<file path="config.mk">
export PLATFORM = sky130hd
export DESIGN_NAME = falbc_ctrl
export DESIGN_NICKNAME = d
export VERILOG_FILES = /design/src/hdl/falbc_pkg.sv /design/src/hdl/falbc_ctrl.sv
export SDC_FILE = /design/constraint.sdc
export NUM_CORES = 1
export LEC_CHECK = 0
export ABC_AREA = 1
export BUFFER_PORTS_ARGS = -buffer_cell sky130_fd_sc_hd__buf_2
export CORE_AREA = 2 2 39 41
export DETAILED_ROUTE_END_ITERATION = 12
export DIE_AREA = 0 0 41 43
export GPL_TIMING_DRIVEN = 0
export PLACE_DENSITY = 0.84
export SKIP_CTS_REPAIR_TIMING = 1
export SYNTH_ARGS = -nofsm -noshare
export SYNTH_HDL_FRONTEND = slang
export SYNTH_SLANG_ARGS = --single-unit
</file>
<file path="constraint.sdc">
create_clock -name clk -period 3.1 [get_ports clk]
set_input_delay 0.62 -clock clk [delete_from_list [all_inputs] [get_ports clk]]
set_output_delay 0.62 -clock clk [all_outputs]
set_load 0.02 [all_outputs]
</file>
<file path="src/hdl/falbc_pkg.sv">
// shared types and constants of the fully associative lru block cache
package falbc_pkg;

  localparam int DISK_W  = 4;
  localparam int BLOCK_W = 8;
  localparam int WORD_W  = 64;
  localparam int STAMP_W = 32;
  localparam int CNT_W32 = 32;
  localparam int ACT_W   = 2;
  localparam int CFG_W   = 13;
  localparam int CFG_IDX_W = 1;

  localparam logic [ACT_W-1:0] ACT_LOOKUP = 2'd0;
  localparam logic [ACT_W-1:0] ACT_INSERT = 2'd1;
  localparam logic [ACT_W-1:0] ACT_UPDATE = 2'd2;

  localparam logic [CFG_IDX_W-1:0] REG_ENABLED = 1'd0;
  localparam logic [CFG_IDX_W-1:0] REG_ENTRIES = 1'd1;

  localparam logic [CFG_W-1:0] ENTRIES_MIN = 13'd2;

  typedef struct packed {
    logic [ACT_W-1:0]   action;
    logic [DISK_W-1:0]  disk;
    logic [BLOCK_W-1:0] block;
    logic [WORD_W-1:0]  data_word;
    logic               word_last;
  } in_item_t;

  typedef struct packed {
    logic               status;
    logic [WORD_W-1:0]  read_word;
    logic               last;
    logic [CNT_W32-1:0] hit_count;
    logic [CNT_W32-1:0] query_count;
  } out_item_t;

  typedef struct packed {
    logic               valid;
    logic [DISK_W-1:0]  disk;
    logic [BLOCK_W-1:0] blk;
    logic [STAMP_W-1:0] stamp;
  } tag_ent_t;

  typedef struct packed {
    logic accept;
    logic clr_step;
    logic scan_init;
    logic scan_step;
    logic take;
    logic use_victim;
    logic copy_step;
    logic rd_word;
    logic emit;
    logic emit_status;
    logic emit_word;
    logic stage_clr;
  } cmd_t;

  typedef struct packed {
    logic [ACT_W-1:0] act;
    logic             wlast;
    logic             en;
    logic             en_rise;
    logic             cmp_match;
    logic             scan_done;
    logic             copy_done;
    logic             clr_last;
    logic             out_full;
    logic             out_busy;
    logic             word_final;
  } stat_t;

endpackage

</file>
<file path="src/hdl/falbc_ctrl.sv">
// controller state machine of the block cache
module falbc_ctrl (
  input  logic            clk,
  input  logic            rst_n,
  input  logic            in_valid,
  output logic            in_stall,
  input  falbc_pkg::stat_t stat,
  output falbc_pkg::cmd_t  cmd
);
  import falbc_pkg::*;

  typedef enum logic [2:0] {
    S_CLEAR, S_IDLE, S_DECIDE, S_SCAN, S_COPY, S_RD, S_SEND
  } state_t;

  state_t state_r, state_nxt;

  always_comb begin
    state_nxt = state_r;
    cmd       = '0;
    in_stall  = 1'b1;
    case (state_r)
      S_CLEAR: begin
        cmd.clr_step = 1'b1;
        if (stat.clr_last) state_nxt = S_IDLE;
      end
      S_IDLE: begin
        in_stall   = stat.out_full;
        cmd.accept = in_valid && !stat.out_full;
        if (cmd.accept) state_nxt = S_DECIDE;
      end
      S_DECIDE: begin
        case (stat.act)
          ACT_LOOKUP: begin
            if (stat.en) begin
              cmd.scan_init = 1'b1;
              state_nxt     = S_SCAN;
            end else begin
              cmd.emit        = 1'b1;
              cmd.emit_status = 1'b1;
              state_nxt       = S_IDLE;
            end
          end
          ACT_INSERT, ACT_UPDATE: begin
            if (!stat.wlast) begin
              state_nxt = S_IDLE;
            end else if (!stat.en) begin
              cmd.emit        = 1'b1;
              cmd.emit_status = (stat.act == ACT_INSERT);
              cmd.stage_clr   = 1'b1;
              state_nxt       = S_IDLE;
            end else begin
              cmd.scan_init = 1'b1;
              state_nxt     = S_SCAN;
            end
          end
          default: begin
            cmd.emit        = 1'b1;
            cmd.emit_status = 1'b1;
            state_nxt       = S_IDLE;
          end
        endcase
      end
      S_SCAN: begin
        if (stat.cmp_match) begin
          case (stat.act)
            ACT_LOOKUP: begin
              cmd.take  = 1'b1;
              state_nxt = S_RD;
            end
            ACT_UPDATE: begin
              cmd.take  = 1'b1;
              state_nxt = S_COPY;
            end
            default: begin
              // duplicate tag on insert
              cmd.emit        = 1'b1;
              cmd.emit_status = 1'b1;
              cmd.stage_clr   = 1'b1;
              state_nxt       = S_IDLE;
            end
          endcase
        end else if (stat.scan_done) begin
          case (stat.act)
            ACT_LOOKUP: begin
              cmd.emit        = 1'b1;
              cmd.emit_status = 1'b1;
              state_nxt       = S_IDLE;
            end
            ACT_UPDATE: begin
              cmd.emit      = 1'b1;
              cmd.stage_clr = 1'b1;
              state_nxt     = S_IDLE;
            end
            default: begin
              cmd.take       = 1'b1;
              cmd.use_victim = 1'b1;
              state_nxt      = S_COPY;
            end
          endcase
        end else begin
          cmd.scan_step = 1'b1;
        end
      end
      S_COPY: begin
        cmd.copy_step = 1'b1;
        if (stat.copy_done) begin
          if (stat.act == ACT_UPDATE) begin
            state_nxt = S_SCAN;
          end else begin
            cmd.emit      = 1'b1;
            cmd.stage_clr = 1'b1;
            state_nxt     = S_IDLE;
          end
        end
      end
      S_RD: begin
        cmd.rd_word = 1'b1;
        state_nxt   = S_SEND;
      end
      S_SEND: begin
        if (!stat.out_busy) begin
          cmd.emit_word = 1'b1;
          state_nxt     = stat.word_final ? S_IDLE : S_RD;
        end
      end
      default: state_nxt = S_IDLE;
    endcase
    // enabling the cache wipes every entry
    if (stat.en_rise) begin
      cmd.accept    = 1'b0;
      cmd.clr_step  = 1'b0;
      cmd.scan_init = 1'b1;
      in_stall      = 1'b1;
      state_nxt     = S_CLEAR;
    end
  end

  always_ff @(posedge clk) begin
    if (!rst_n) begin
      state_r <= S_CLEAR;
    end else begin
      state_r <= state_nxt;
    end
  end

endmodule

</file>
==> flow_metrics.tcl, run 1 <==
set metrics [dict create \
    status "completed" \
    die_y_um 43 \
    drive_gt1_frac 0.349 \
    yosysTopAreaCellShare 0.131 \
    worstSetupStartpoint "stat[10]" \
    crit_buf_inv 3 \
    synth_cells 98 \
    synth_area_sq_um 572 \
    startpoint_type "input port" \
    yosysUniqueCellTypes 24 \
    cp-end-kind "output port" \
    syn_to_final_growth_pct 31.7 \
    numCtsBuffers 3 \
    maxCapViolations 0 \
    slew_violations 0 \
    viasPerCell 5.02 \
    yosys.area.top_type "ha_1" \
    clk_latency_ps 240 \
    ys_ff_latch 3 \
    min_path_type "register to register" \
    reg_top3 "state_r: 3 flops" \
    ant_nets 0 \
    slowest_delay_ps 240 \
    antenna_found_initial 0 \
    antenna_cells 0 \
    power_mw 0.204 \
    regMostFlops "state_r" \
    worstMarginPinSlew_ps 265 \
    dpl_cell_area_sq_um 727 \
    reg2reg_from "state_r[2]" \
    vdd_drop_max_mv 0.168 \
    dr.pass1.iters 4 \
    cts-root-buf "clkbuf_4" \
    synth.yosys.warnings 0 \
    period_minus_slack_ps 2530 \
    syn_nets 119 \
    clockBufferDepth 2 \
    crit_type "input port to output port" \
    num_vias 728 \
    powerDensity_nw_per_um2 271 \
    crit_chain "buf_2 > inv_1 > ha_1 > nor2_1 > nor2_1 > nor3_2 > o21ai_1 > nand3b_1 > buf_2" \
    dp_hpwl_um 1150 \
    critPathTopFamily "simple AND/OR/NAND/NOR gates" \
    die_w_um 41 \
    slew_headroom 0.823 \
    tns_ps 0 \
    gr-usage-all-layers 0.180 \
    die_area_sq_um 1760 \
    largest_reg_flops 3 \
    finalNetCount 151 \
    start_util 0.413 \
    yosysSeqAreaShare 0.105 \
    cts_max_level 1 \
    synthTopCellsByArea "ha_1 (13%), inv_1 (12%), nand2_1 (12%)" \
    port_buffers 27 \
    worstHoldStart "state_r[0]" \
    cp_data_required_time_ps 2480 \
    grt_pass1_wl_um 2240 \
    rows 14 \
    cts_tree "built" \
    final_area_sq_um 753 \
    clkSinkCount 3 \
    drt_iter0_drc 15 \
    coreArea_sq_um 1380 \
    wl_per_cell_um 9.37 \
    cts.reportedPaths.clkPinSlew_ps 30 \
    leakage_nw 0.471 \
    drc 0 \
    num_io_pins 28 \
    avgSynthCellArea_sq_um 5.83 \
    gp_congestion 0.884 \
    slowest_stage "ha_1" \
    grt_max_degree 11 \
    grt_pass1_vias 630 \
    grt_overflow 0 \
    path_max_fanout 4 \
    cp.arrival_ps 1910 \
    hold_violations 0 \
    grt_setup_unrepaired "false" \
    routed_wl_um 1360 \
    setup_viol 0 \
    fmax_mhz 395 \
    finalCritPeriodShare 0.817 \
    skew_ps 10.9 \
]
==> where the power goes <==
group / total (mW) / switching, mW / internal (mW)
combinational: 0.0862 / 0.0546 / 0.0316
clock: 0.0715 / 0.0230 / 0.0484
sequential: 0.0462 / 0.00441 / 0.0418
==> area by class of cell <==
class	instances	area [sq um]
buffer	1	7.51
clock buffer	4	26.3
fill	139	631
inverter	20	75.1
multi-input combinational	74	429
sequential	3	60.1
tap	16	20.0
timing repair buffer	27	135
==> cell families after synthesis <==
| kind of cell | after synthesis | share of synthesized area |
|---|---|---|
| AND/OR/NAND/NOR | 58 | 0.516 |
| buffers and inverters | 21 | 0.144 |
| AO/OA/AOI/OAI | 10 | 0.103 |
| adder cells (fa/ha/maj) | 6 | 0.131 |
| flip-flops | 3 | 0.105 |
==> final timing paths <==
check	endpoint	slack [ps]	depth (start not counted)
setup / recovery	cmd[0]	570	9
hold / removal	state_r[0]	580	2
setup reg to reg	state_r[1]	1850	6
hold reg to reg	state_r[0]	580	2
==> layout by cell type (no fill, tap or decap), drive strengths merged <==
| master | instances |
|---|---|
| dfxtp | 3 |
| o31ai | 1 |
| a21o | 1 |
| clkbuf | 4 |
| nor3 | 2 |
| ha | 6 |
| nand3b | 1 |
| nand2 | 21 |
| o21ai | 4 |
| a21oi | 4 |
| inv | 20 |
| buf | 28 |
| nor4 | 2 |
| nand4 | 3 |
| nand3 | 11 |
| nor2 | 17 |
| or2 | 1 |
==> per-layer routing <==
layer | vias up | wire, um | track usage
met2 | 35 | 657 | 0.303
li1 | 374 | - | -
met3 | 4 | 96 | 0.0157
met1 | 315 | 575 | 0.209
met5 | - | 0 | 0
met4 | 0 | 30 | 0.0933
==> cell usage after synthesis <==
library cell,n
o31ai_1,1
o21ai_1,1
buf_4,1
o21ai_0,2
nand2_1,18
nor2_4,2
nand3b_1,1
o21ai_2,1
a21o_1,1
nor2_1,13
nand3_2,2
inv_2,2
nand2_2,3
ha_1,6
nor2_2,2
nor3_2,1
nor4_1,2
nor3_1,1
nand4_1,3
inv_1,18
or2_2,1
nand3_1,9
a21oi_1,4
dfxtp_1,3
==> worst min-delay path: cells and delay by family, from the launching register on <==
family	cells	cell delay [ps]
DFF	1	360
and+or+nand+nor	2	170
==> per-stage QoR <==
stage	hold slack, ps	setup WS [ps]	instances	utilization
floorplan	534	723	98	-
global placement	565	637	141	0.525
detailed placement	572	594	141	0.525
CTS	579	594	145	0.544
global route	619	430	145	0.544
finish	577	568	145	0.544
No activity file was read; power rests on OpenSTA's default activity.
==> run 2: changes to the inputs <==
ABC_AREA = 0   (was 1)
CORE_AREA = unset   (was 2 2 39 41)
CORE_UTILIZATION = 40   (was unset)
DIE_AREA = unset   (was 0 0 41 43)
PLACE_DENSITY = 0.83   (was 0.84)
clock period = 2.3 ns   (was 3.1 ns; I/O delays follow)
==> flow_metrics.tcl, run 2 <==
set metrics [dict create \
    hold_violations 0 \
    slew_violations 0 \
    cts-root-buf "clkbuf_4" \
    antenna_cells 0 \
    yosys.area.top_type "ha_1" \
    grt_overflow 0 \
    numCtsBuffers 3 \
    routed_wl_um 1450 \
    multi_input_area_sq_um 453 \
    synth_mux_area_frac 0.0179 \
    internal_power_mw 0.164 \
    clkPwrFrac 0.371 \
    dr_wl_met2_um 703 \
    power_frac_comb 0.395 \
    layout_common_cells "buf_2 (27), a21oi_1 (6), ha_1 (6)" \
    coreArea_sq_um 1300 \
    yosysSeqAreaShare 0.107 \
    largest_reg_flops 3 \
    netSwitchingFraction 0.344 \
    crit_type "input port to output port" \
    leakage_nw 0.339 \
    syn_to_final_growth_pct 32.7 \
    finalCritPeriodShare 0.955 \
    reg_top3 "state_r: 3 flops" \
    port_buffers 27 \
    wl_met1_um 672 \
    vdd_drop_max_mv 0.108 \
    grt_max_degree 11 \
    slowest_delay_ps 290 \
    powerDensity_nw_per_um2 337 \
    wl_per_cell_um 12.0 \
    final_cells 121 \
    grt_pass1_vias 532 \
    holdPathStages 3 \
    crit_buf_inv 3 \
    dr.pass1.iters 4 \
    min_path_type "input port to register" \
    whs_ps 549 \
    path_max_fanout 6 \
    cp-end-kind "output port" \
    viasPerCell 5.52 \
    yosysTopAreaCellShare 0.134 \
    gp_congestion 0.777 \
    setup_viol 0 \
    cp_data_required_time_ps 1840 \
    avgSynthCellArea_sq_um 7.46 \
    period_minus_slack_ps 2200 \
    dp_hpwl_um 1140 \
    drive_gt1_frac 0.396 \
    cts_tree "built" \
    finalNetCount 128 \
    start_util 0.430 \
    die_y_um 39.4 \
    die_area_sq_um 1550 \
    cts_max_level 1 \
    drt_iter0_drc 8 \
    clkSinkCount 3 \
    slowest_stage "ha_1" \
    wl_met3_um 73 \
    async_flop_share 0 \
    antenna_found_initial 0 \
    ys_ff_latch 3 \
    slew_headroom 0.800 \
    num_vias 668 \
    path_common_cell "buf_2" \
    clk_latency_ps 230 \
    gr-usage-all-layers 0.200 \
    seqPwrFrac 0.233 \
    regMostFlops "state_r" \
    utilization 0.570 \
    yosysUniqueCellTypes 38 \
    dp_cells 117 \
    rows 13 \
    tns_ps 0 \
    status "completed" \
    maxCapViolations 0 \
    die_w_um 39.4 \
    drc 0 \
    synth_top_family_by_area "simple AND/OR/NAND/NOR gates" \
    dr.max_layer_used "met3" \
    ys_top_cells_by_count "a21oi_1 (6), ha_1 (6), nor2_1 (6)" \
    skew_ps 2.85 \
    synthSimpleGateAreaFrac 0.374 \
    ff2ff_path_depth 5 \
    worstMarginPinSlew_ps 296 \
    synth_ff_type "dfxtp_1" \
    num_io_pins 28 \
    nFillCells 154 \
    clockBufferDepth 2 \
    synth_cells 75 \
    startpoint_type "input port" \
    ant_nets 0 \
    synth.yosys.warnings 0 \
    power_switching_mw 0.0860 \
    synthTopCellsByArea "ha_1 (13%), dfxtp_1 (11%), a21oi_1 (5.4%)" \
    ff_latch_area_sq_um 60.1 \
    synth_area_sq_um 559 \
    cp.arrival_ps 1740 \
    synthXorXnorAreaFrac 0 \
    grt_pass1_wl_um 2140 \
    syn_nets 96 \
    synth-compound-area-share 0.280 \
    cts.reportedPaths.clkPinSlew_ps 40 \
    path_depth 8 \
    synth_edf_count 0 \
    crit_chain "buf_2 > inv_1 > ha_1 > nor2_2 > and2_2 > a21oi_1 > o21ai_0 > buf_2" \
    grt_setup_unrepaired "false" \
    yosys.area_share.adder 0.134 \
    fmax_mhz 455 \
    mostFrequentLayoutCell "buf_2" \
    critPathTopFamily "buffers and inverters" \
]
## run 2: cell types whose count changed after synthesis, sizes merged, moves of 2 or more
cell,delta
nand3,-10
nand2,-19
or2b,+2
nor2,-11
a31oi,+4
o21ai,+2
nand4,-3
nand3b,+2
nor3,+2
nand2b,+2
buf,+2
a21oi,+2
inv,-14
## run 2: worst register-to-register path: stages, from the launching register on
cell and delay [ps]:
dfxtp_1 330, buf_4 180, or3b_1 410, nor4b_2 280, o22ai_1 130, nor2_1 80
## run 2: metrics by stage
step	area (sq um)	setup slack, ps	total power [mW]
2_1_floorplan	559	162	0.123
3_3_place_gp	713	138	0.154
3_5_place_dp	713	56.1	0.156
4_1_cts	739	62.8	0.256
5_1_grt	742	19.0	0.269
6_report	742	103	0.250
## run 2: cells by family (layout without fill, tap and decap cells)
| logic type | Yosys count | in the layout |
|---|---|---|
| compound gates | 24 | 24 |
| fa+ha+maj | 6 | 6 |
| buf+inv | 9 | 40 |
| flops | 3 | 3 |
| mux | 1 | 1 |
| simple gates | 32 | 32 |
## run 2: worst paths after layout
kind	endpoint	startpoint	slack (ps)
hold / removal	state_r[2]	stat[7]	550
setup reg to reg	state_r[1]	state_r[2]	820
setup / recovery	cmd[2]	stat[10]	100
hold reg to reg	state_r[1]	state_r[1]	630
## run 2: layout make-up
type	instances	share of cell area
multi-input cells	63	0.610
inverters	6	0.0304
repair buffers	27	0.182
clock buffers	4	0.0354
well taps	15	0.0253
plain buffers	3	0.0354
flip-flops and latches	3	0.0809
## run 2: power groups by stage
stage	clock network [mW]	logic, mW	registers, mW
floorplan	0	0.0657	0.0576
global placement	0	0.0948	0.0590
detailed placement	0	0.0975	0.0589
CTS	0.0996	0.0980	0.0581
global route	0.102	0.108	0.0585
finish	0.0928	0.0988	0.0584
## run 2: per-layer routing
metal / up-vias / global-route usage
li1: 343 / -
met1: 296 / 0.234
met2: 29 / 0.367
met3: 0 / 0.0170
met4: 0 / 0.0776
met5: - / 0
==> run 3: changes to the inputs <==
BUFFER_PORTS_ARGS = -buffer_cell sky130_fd_sc_hd__clkbuf_2   (was -buffer_cell sky130_fd_sc_hd__buf_2)
CELL_PAD_IN_SITES_DETAIL_PLACEMENT = 1   (was unset)
CELL_PAD_IN_SITES_GLOBAL_PLACEMENT = 1   (was unset)
CORE_ASPECT_RATIO = 0.9   (was unset)
CORE_UTILIZATION = 27   (was 40)
PLACE_DENSITY = 0.82   (was 0.83)
==> flow_metrics.tcl, run 3 (synthesis results as in run 2) <==
set metrics [dict create \
    slew_violations 0 \
    regMostFlops "state_r" \
    maxCapViolations 0 \
    path_max_fanout 10 \
    nFillCells 263 \
    dp_hpwl_um 1350 \
    worstHoldEndpoint "state_r[2]" \
    vdd_drop_max_mv 0.266 \
    drt_iter0_drc 12 \
    rows 15 \
    hold_violations 0 \
    ant_nets 0 \
    syn_to_final_growth_pct 35.3 \
    reg2reg_from "state_r[0]" \
    numCtsBuffers 3 \
    slew_headroom 0.783 \
    num_vias 696 \
    grt_setup_unrepaired "true" \
    clkSinkCount 3 \
    r2r_slack_ps 780 \
    period_minus_slack_ps 2210 \
    min_path_type "input port to register" \
    powerDensity_nw_per_um2 335 \
    start_util 0.289 \
    reg_top3 "state_r: 3 flops" \
    die_y_um 45.2 \
    worstMarginPinSlew_ps 321 \
    cts.reportedPaths.clkPinSlew_ps 40 \
    fmax_mhz 453 \
    cp_data_required_time_ps 1840 \
    drive_gt1_frac 0.396 \
    cp-end-kind "output port" \
    layout_common_cells "clkbuf_2 (25), a21oi_1 (6), ha_1 (6)" \
    num_io_pins 28 \
    dr.pass1.iters 4 \
    clockBufferDepth 2 \
    largest_reg_flops 3 \
    finalNetCount 128 \
    r2r_end "state_r[2]" \
    viasPerCell 5.31 \
    status "completed" \
    setup_viol 0 \
    utilization 0.392 \
    gp_congestion 0.826 \
    ff2ff_path_depth 5 \
    antenna_cells 0 \
    wl_per_cell_um 13.0 \
    port_buffers 27 \
    finalCritPeriodShare 0.961 \
    cts_max_level 1 \
    dp_cells 127 \
    holdPathStages 3 \
    clk_latency_ps 230 \
    grt_pass1_vias 620 \
    cp.arrival_ps 1750 \
    startpoint_type "register" \
    power_mw 0.254 \
    die_area_sq_um 2260 \
    mostFrequentLayoutCell "clkbuf_2" \
    drc 0 \
    cts-root-buf "clkbuf_4" \
    routed_wl_um 1700 \
    die_w_um 50.0 \
    coreArea_sq_um 1930 \
    tns_ps 0 \
    crit_type "register to output port" \
    gr-usage-all-layers 0.153 \
    grt_overflow 0 \
    final_cells 131 \
    leakage_nw 0.336 \
    grt_max_degree 11 \
    worstHoldStart "rst_n" \
    antenna_found_initial 0 \
    cts_tree "built" \
    grt_pass1_wl_um 2670 \
    skew_ps 5.76 \
]
==> run 3: cell types whose count changed in the layout (fill, tap and decap cells not counted) <==
| cell | previous run | this run |
|---|---|---|
| buf_2 | 27 | 1 |
| buf_4 | 2 | 3 |
| clkbuf_2 | 0 | 25 |
==> run 3: metrics by stage <==
step                worst slack (ps)  instance area [sq um]  hold WS [ps]
finish                          90.2                    757           564
global placement                 102                    726           631
global route                   -31.1                    757           565
detailed placement              43.9                    726           654
CTS                             35.8                    752           561
floorplan                        162                    559           576
==> run 3: layer usage <==
| metal | track usage | up-vias | routed length (um) |
|---|---|---|---|
| met4 | 0.0171 | 0 | 0 |
| met1 | 0.200 | 333 | 840 |
| met3 | 0.0202 | 0 | 75 |
| met2 | 0.278 | 20 | 782 |
| li1 | - | 343 | - |
| met5 | 0 | - | 0 |
==> run 3: worst max path at each step <==
stage | from | endpoint | slack (ps) | cells after the start
global route | state_r[2] | cmd[9] | -30 | 5
detailed placement | stat[10] | cmd[2] | 40 | 8
CTS | stat[10] | cmd[2] | 40 | 8
floorplan | stat[10] | cmd[0] | 160 | 6
global placement | stat[10] | cmd[2] | 100 | 8
finish | state_r[2] | cmd[9] | 90 | 5
==> run 3: area by class of cell <==
| cell class | count | area [sq um] | share of cell area |
|---|---|---|---|
| Sequential cell | 3 | 60.1 | 0.0793 |
| Multi-Input combinational cell | 63 | 453 | 0.598 |
| Tap cell | 25 | 31.3 | 0.0413 |
| Buffer | 3 | 26.3 | 0.0347 |
| Inverter | 6 | 22.5 | 0.0298 |
| Timing Repair Buffer | 27 | 138 | 0.182 |
| Clock buffer | 4 | 26.3 | 0.0347 |
==> run 3: worst max-delay path, stage by stage (launching register included) <==
cell and delay (ps):
dfxtp_1 330, buf_4 170, or3b_1 410, nor4b_2 290
or2_1 150, clkbuf_2 160
==> run 3: report_power, final <==
| group | total [mW] | switching [mW] | internal [mW] |
|---|---|---|---|
| Combinational | 0.101 | 0.0567 | 0.0443 |
| Clock | 0.0943 | 0.0291 | 0.0652 |
| Sequential | 0.0583 | 0.00348 | 0.0549 |
| Total | 0.254 | 0.0894 | 0.164 |
